===== config.mk =====
export PLATFORM = sky130hd
export DESIGN_NAME = largest_prime_below_limit
export DESIGN_NICKNAME = d
export VERILOG_FILES = /design/src/rtl/lpbl_pkg.sv /design/src/rtl/largest_prime_below_limit.sv /design/src/rtl/lpbl_rem.sv
export SDC_FILE = /design/constraint.sdc
export NUM_CORES = 1
export LEC_CHECK = 0
export BUFFER_PORTS_ARGS = -buffer_cell sky130_fd_sc_hd__buf_2
export CAP_MARGIN = 20
export CORE_ASPECT_RATIO = 1.5
export CORE_MARGIN = 5
export CORE_UTILIZATION = 45
export CTS_CLUSTER_SIZE = 30
export DETAILED_ROUTE_END_ITERATION = 8
export SETUP_SLACK_MARGIN = 0.4
export SLEW_MARGIN = 20
export SYNTH_ARGS = -nofsm -noshare
export SYNTH_HDL_FRONTEND = slang
export SYNTH_SLANG_ARGS = --single-unit

===== constraint.sdc =====
create_clock -name clock -period 3.3 [get_ports clock]
set_input_delay 0.495 -clock clock [delete_from_list [all_inputs] [get_ports clock]]
set_output_delay 0.495 -clock clock [all_outputs]
set_load 0.005 [all_outputs]

===== src/rtl/lpbl_pkg.sv =====
// shared types and constants for the largest-prime search block
`timescale 1ns / 1ps
package lpbl_pkg;

   localparam int DEF_VALUE_WIDTH = 16;

   typedef enum logic [1:0] {
      ST_IDLE,
      ST_TEST,
      ST_DIV,
      ST_OUT
   } lpbl_state_type;

   typedef struct packed {
      logic done;
      logic rem_zero;
   } lpbl_div_status_type;

endpackage


===== src/rtl/largest_prime_below_limit.sv =====
// largest prime strictly below a limit: sequencer around a shared remainder unit
//
// req channel: one word per search, tdata holds the limit (unsigned, exclusive).
// rsp channel: one word per search; tuser is the found flag, tdata the prime
// (zero when no prime lies below the limit, i.e. a limit of 2 or less).
// The block takes one search at a time: req_tready is high only while idle.
// Candidates are tested from limit-1 downwards with divisors 2, 3, ... while
// divisor squared stays within the candidate; the square is kept by adding
// 2d+1 per step. Each divisor is tried in the bit-serial remainder unit, so
// a search runs longer the more divisors are tried over all candidates.
// Limits of 2 or less answer in the cycle after acceptance.
// The result is held in registers with rsp_tvalid high until rsp_tready;
// the next search is taken once it has gone.
// Reset returns the sequencer to idle and drops any search in progress.
`timescale 1ns / 1ps
module largest_prime_below_limit #(
   parameter int VALUE_WIDTH = lpbl_pkg::DEF_VALUE_WIDTH
) (
   input  logic                                  clock,
   input  logic                                  reset,
   input  logic                                  req_tvalid,
   output logic                                  req_tready,
   input  logic [((VALUE_WIDTH+7)/8)*8-1:0]      req_tdata,   // limit
   output logic                                  rsp_tvalid,
   input  logic                                  rsp_tready,
   output logic [((VALUE_WIDTH+7)/8)*8-1:0]      rsp_tdata,   // prime_value
   output logic                                  rsp_tuser    // found
);
   import lpbl_pkg::*;

   localparam int DATA_W = ((VALUE_WIDTH + 7) / 8) * 8;

   lpbl_state_type         state_ff, state_in;
   logic [VALUE_WIDTH-1:0] cand_ff, cand_in;
   logic [VALUE_WIDTH-1:0] div_ff, div_in;
   logic [VALUE_WIDTH:0]   sq_ff, sq_in;
   logic                   found_ff, found_in;
   logic [VALUE_WIDTH-1:0] prime_ff, prime_in;
   logic [VALUE_WIDTH-1:0] limit;
   logic                   sq_over;
   logic                   div_start;
   lpbl_div_status_type    div_status;

   assign limit   = req_tdata[VALUE_WIDTH-1:0];
   assign sq_over = (sq_ff > {1'b0, cand_ff});

   lpbl_rem #(
      .VALUE_WIDTH(VALUE_WIDTH)
   ) u_rem (
      .clock    (clock),
      .reset    (reset),
      .start    (div_start),
      .dividend (cand_ff),
      .divisor  (div_ff),
      .status   (div_status)
   );

   // next state and datapath
   always_comb begin
      state_in = state_ff;
      cand_in  = cand_ff;
      div_in   = div_ff;
      sq_in    = sq_ff;
      found_in = found_ff;
      prime_in = prime_ff;
      case (state_ff)
         ST_IDLE: begin
            if (req_tvalid) begin
               cand_in = limit - 1'b1;
               div_in  = VALUE_WIDTH'(2);
               sq_in   = (VALUE_WIDTH+1)'(4);
               if (limit <= VALUE_WIDTH'(2)) begin
                  found_in = 1'b0;
                  prime_in = '0;
                  state_in = ST_OUT;
               end else begin
                  state_in = ST_TEST;
               end
            end
         end
         ST_TEST: begin
            // no divisor up to the square root: candidate is prime
            if (sq_over) begin
               found_in = 1'b1;
               prime_in = cand_ff;
               state_in = ST_OUT;
            end else begin
               state_in = ST_DIV;
            end
         end
         ST_DIV: begin
            if (div_status.done) begin
               if (div_status.rem_zero) begin
                  cand_in = cand_ff - 1'b1;
                  div_in  = VALUE_WIDTH'(2);
                  sq_in   = (VALUE_WIDTH+1)'(4);
               end else begin
                  div_in = div_ff + 1'b1;
                  sq_in  = sq_ff + {div_ff, 1'b1};
               end
               state_in = ST_TEST;
            end
         end
         ST_OUT: begin
            if (rsp_tready) begin
               state_in = ST_IDLE;
            end
         end
         default: begin
            state_in = ST_IDLE;
         end
      endcase
   end

   // outputs
   always_comb begin
      req_tready = 1'b0;
      rsp_tvalid = 1'b0;
      div_start  = 1'b0;
      case (state_ff)
         ST_IDLE: req_tready = 1'b1;
         ST_TEST: div_start  = !sq_over;
         ST_OUT:  rsp_tvalid = 1'b1;
         default: begin
            req_tready = 1'b0;
         end
      endcase
   end

   always_ff @(posedge clock) begin
      if (reset) begin
         state_ff <= ST_IDLE;
      end else begin
         state_ff <= state_in;
      end
      cand_ff  <= cand_in;
      div_ff   <= div_in;
      sq_ff    <= sq_in;
      found_ff <= found_in;
      prime_ff <= prime_in;
   end

   assign rsp_tdata = DATA_W'(prime_ff);
   assign rsp_tuser = found_ff;

   a_no_take_while_holding : assert property (@(posedge clock) disable iff (reset)
      rsp_tvalid |-> !req_tready)
      else $error("request taken while a result is pending");

   a_not_found_zero : assert property (@(posedge clock) disable iff (reset)
      (rsp_tvalid && !rsp_tuser) |-> (rsp_tdata == '0))
      else $error("prime field not zero without a find");

   a_found_at_least_two : assert property (@(posedge clock) disable iff (reset)
      (rsp_tvalid && rsp_tuser) |-> (rsp_tdata[VALUE_WIDTH-1:0] >= VALUE_WIDTH'(2)))
      else $error("reported prime below two");

   a_div_done_only_in_div : assert property (@(posedge clock) disable iff (reset)
      div_status.done |-> (state_ff == ST_DIV))
      else $error("remainder finished outside the divide step");

endmodule


===== src/rtl/lpbl_rem.sv =====
// bit-serial restoring remainder unit, one quotient bit per cycle
`timescale 1ns / 1ps
module lpbl_rem #(
   parameter int VALUE_WIDTH = lpbl_pkg::DEF_VALUE_WIDTH
) (
   input  logic                             clock,
   input  logic                             reset,
   input  logic                             start,
   input  logic [VALUE_WIDTH-1:0]           dividend,
   input  logic [VALUE_WIDTH-1:0]           divisor,
   output lpbl_pkg::lpbl_div_status_type    status
);
   import lpbl_pkg::*;

   localparam int CNT_W = $clog2(VALUE_WIDTH);

   logic [VALUE_WIDTH:0]   rem_ff, rem_in;
   logic [VALUE_WIDTH-1:0] dvd_ff, dvd_in;
   logic [CNT_W-1:0]       cnt_ff, cnt_in;
   logic                   busy_ff, busy_in;
   logic                   done_ff, done_in;
   logic [VALUE_WIDTH:0]   trial;

   always_comb begin
      rem_in  = rem_ff;
      dvd_in  = dvd_ff;
      cnt_in  = cnt_ff;
      busy_in = busy_ff;
      done_in = 1'b0;
      trial   = {rem_ff[VALUE_WIDTH-1:0], dvd_ff[VALUE_WIDTH-1]};
      if (start) begin
         rem_in  = '0;
         dvd_in  = dividend;
         cnt_in  = CNT_W'(VALUE_WIDTH - 1);
         busy_in = 1'b1;
      end else if (busy_ff) begin
         // shift in the next dividend bit and subtract when it fits
         if (trial >= {1'b0, divisor}) begin
            rem_in = trial - {1'b0, divisor};
         end else begin
            rem_in = trial;
         end
         dvd_in = {dvd_ff[VALUE_WIDTH-2:0], 1'b0};
         cnt_in = cnt_ff - 1'b1;
         if (cnt_ff == '0) begin
            busy_in = 1'b0;
            done_in = 1'b1;
         end
      end
   end

   always_ff @(posedge clock) begin
      if (reset) begin
         busy_ff <= 1'b0;
         done_ff <= 1'b0;
      end else begin
         busy_ff <= busy_in;
         done_ff <= done_in;
      end
      rem_ff <= rem_in;
      dvd_ff <= dvd_in;
      cnt_ff <= cnt_in;
   end

   assign status.done     = done_ff;
   assign status.rem_zero = (rem_ff == '0);

endmodule


==> impl_metrics.json <==
{
  "status": "finished clean",
  "stdcell_count": 947,
  "cts_hold_buf": 0,
  "setup-tns-final_ns": 0,
  "critPathBufInv": 1,
  "crit_path_max_incr_delay_ns": 0.48,
  "cts_num_sinks": 107,
  "critPathRequiredTime_ns": 3.56,
  "wirelength_um": 16300,
  "wl_met2_um": 9010,
  "synth.area.top_cells": "edfxtp_1 (36%), ha_1 (9.1%), dfxtp_1 (7.3%)",
  "tightest_slew_ns": 0.632,
  "cpMostUsedCell": "a311oi_1",
  "skew_ns": 0.00743,
  "slew_violations": 0,
  "via_per_inst": 5.57,
  "cts_tree": "built",
  "gr-total-overflow": 0,
  "fin_nets": 815,
  "crit_family": "compound AO/OA/AOI/OAI gates",
  "p_leak_uw": 0.00304,
  "gp_congestion": 0.934,
  "core_region_area_mm2": 0.0151,
  "track_usage": 0.182,
  "hp-class": "input port to flop",
  "synthDistinctLibCells": 63,
  "worstSetupStartpointType": "flop",
  "synth_top_family_by_area": "simple AND/OR/NAND/NOR gates",
  "syn_inst": 690,
  "worstSetupEndpointType": "flop",
  "dieHeight_um": 161,
  "htreeDepth": 3,
  "max-cap-violations": 0,
  "synth-simple-area-share": 0.171,
  "syn_avg_cell_area_um2": 9.97,
  "synthArstFlopShare": 0,
  "grt_pass1_wl_um": 26200,
  "p_per_area_mw_per_mm2": 682,
  "synth_xor_area_frac": 0.0713,
  "die_w_um": 111,
  "rsz0062_at_grt": "false",
  "yosysTopAreaCellShare": 0.358,
  "syn_to_final_growth_pct": 12.5,
  "routed.top_layer": "met4",
  "cts_buffers": 9,
  "synth_edf_count": 82,
  "final_common_cell": "nor2_1",
  "yosys.area_share.adder": 0.0968,
  "max_slew_margin": 0.573,
  "first_pass_iters": 4,
  "post-route-drc-count": 0,
  "clock-root-buffer": "clkbuf_16",
  "arrival_ns": 3.00,
  "crit_chain": "inv_1, ha_1, fa_1, nor2b_1, o31a_1, o21ai_4, a311oi_1, a211o_1, or3_1, a311oi_1",
  "dieArea_mm2": 0.0179,
  "grt_pass1_vias": 5393,
  "dp.cells": 923,
  "wl_met1_um": 6150,
  "ys.flop_type": "edfxtp_1",
  "fin_crit_ns": 2.75,
  "diodes": 0,
  "ioPinCount": 39,
  "syn_area_mm2": 0.00688,
  "yosysSeqAreaShare": 0.431,
  "mostFrequentLayoutCells": "nor2_1 (88), edfxtp_1 (82), ha_1 (50)",
  "irDropWorstVdd_mv": 0.472,
  "finalHoldViolCount": 0,
  "fmax_mhz": 364,
  "final_antenna_net_count": 0,
  "synth-compound-area-share": 0.129,
  "ys_warn_count": 0,
  "first_iter_violations": 284,
  "rows": 55,
  "io_buffers": 38,
  "drive_gt1_frac": 0.144,
  "critPathKind": "flop to flop",
  "clkTransAtPathRegs_ns": 0.08,
  "slowest_stage": "edfxtp_1",
  "wire_per_inst_um": 17.2,
  "start_util": 0.456,
  "setup_viol": 0,
  "final_util": 0.513,
  "period_share": 0.832,
  "synth_mux_area_frac": 0.0646,
  "grt_max_degree": 42,
  "dpl.hpwl_um": 12700,
  "routed-wl-met3_um": 508,
  "critical_path_peak_fanout": 5,
  "yosys.area.top_type": "edfxtp_1",
  "syn_nets": 762,
  "antenna_found_initial": 0,
  "clock_latency_ns": 0.34,
  "vias": 5272,
  "cts.path.max_buffers": 2,
  "finalPower_uw": 5280,
  "ys_ff_latch": 107
}
through the flow:
step,setup slack [ns],instance area (um2),hold slack (ns)
final,0.554,7740,0.368
after global routing,0.406,7740,0.369
after CTS,0.427,7650,0.356
after detailed placement,0.461,7370,0.502
after global placement,0.499,7370,0.503
after floorplan,0.439,6880,0.462
cells in the mapped netlist (all sizes together), types with 6 or more instances:
cell type  count
xnor2         37
and2          19
a31oi         11
inv           44
dfxtp         25
nand2         30
xor2          19
nand2b         9
nor2          88
edfxtp        82
a21oi         36
nor2b         10
ha            50
mux2          15
buf            6
nand4         10
a21o           7
nor3          15
nand3         16
or2            8
o21a          11
a211oi        19
mux2i         24
o21ai         24
clkbuf        13
cells by family after synthesis:
| family | count (synthesis) |
|---|---|
| AO/OA/AOI/OAI | 136 |
| XOR/XNOR | 56 |
| adder cells (fa/ha/maj) | 52 |
| buffers and inverters | 63 |
| flip-flops | 107 |
| multiplexers | 40 |
| AND/OR/NAND/NOR | 236 |
repair_timing:
action / 4_1_cts / 5_1_grt
buffers inserted: 0 / 7
gates resized for setup: 0 / 6
setup endpoints to repair: 0 / 34
state kept, by name, indices dropped and copies added, names as in the netlist:
signal / flops
cand_ff: 16
div_ff: 16
rsp_tdata: 16
rsp_tuser: 1
sq_ff: 17
state_ff: 2
u_rem.busy_ff: 1
u_rem.cnt_ff: 4
u_rem.done_ff: 1
u_rem.dvd_ff: 16
u_rem.rem_ff: 17
path summary, 6_finish.rpt:
check,endpoint,cells past startpoint,from,slack (ns)
worst max-delay path,u_rem.rem_ff[16],10,u_rem.dvd_ff[15],0.55
worst min-delay path,state_ff[1],2,reset,0.37
worst max register to register,u_rem.rem_ff[16],10,u_rem.dvd_ff[15],0.55
worst min register to register,u_rem.rem_ff[1],2,u_rem.rem_ff[1],0.53
routing by layer:
metal,vias to the layer above,track usage
met3,40,0.0244
met2,122,0.356
li1,2615,-
met4,0,0.0896
met1,2495,0.186
met5,-,0
cell type report:
type                    instances  area (um2)
multi-input cells             521        3720
inverters                      44         165
clock buffers                   9         225
clock inverters                 7        50.0
repair buffers                 60         368
flip-flops and latches        107        2960
fillers                      1383        7330
well taps                     199         249
worst reg2reg max path, delay by kind of cell, from the launching register on:
kind | cells | cell delay [ns]
fa+ha+maj | 2 | 0.42
compound gates | 5 | 1.26
buf+inv | 1 | 0.12
flops | 1 | 0.48
simple gates | 2 | 0.37
power by group:
group	internal [uW]	switching [uW]	leakage [uW]
Sequential	1740	240	0.000990
Combinational	998	1270	0.00192
Clock	516	516	0.000130
Note: power is estimated with default switching activity, not from simulation.
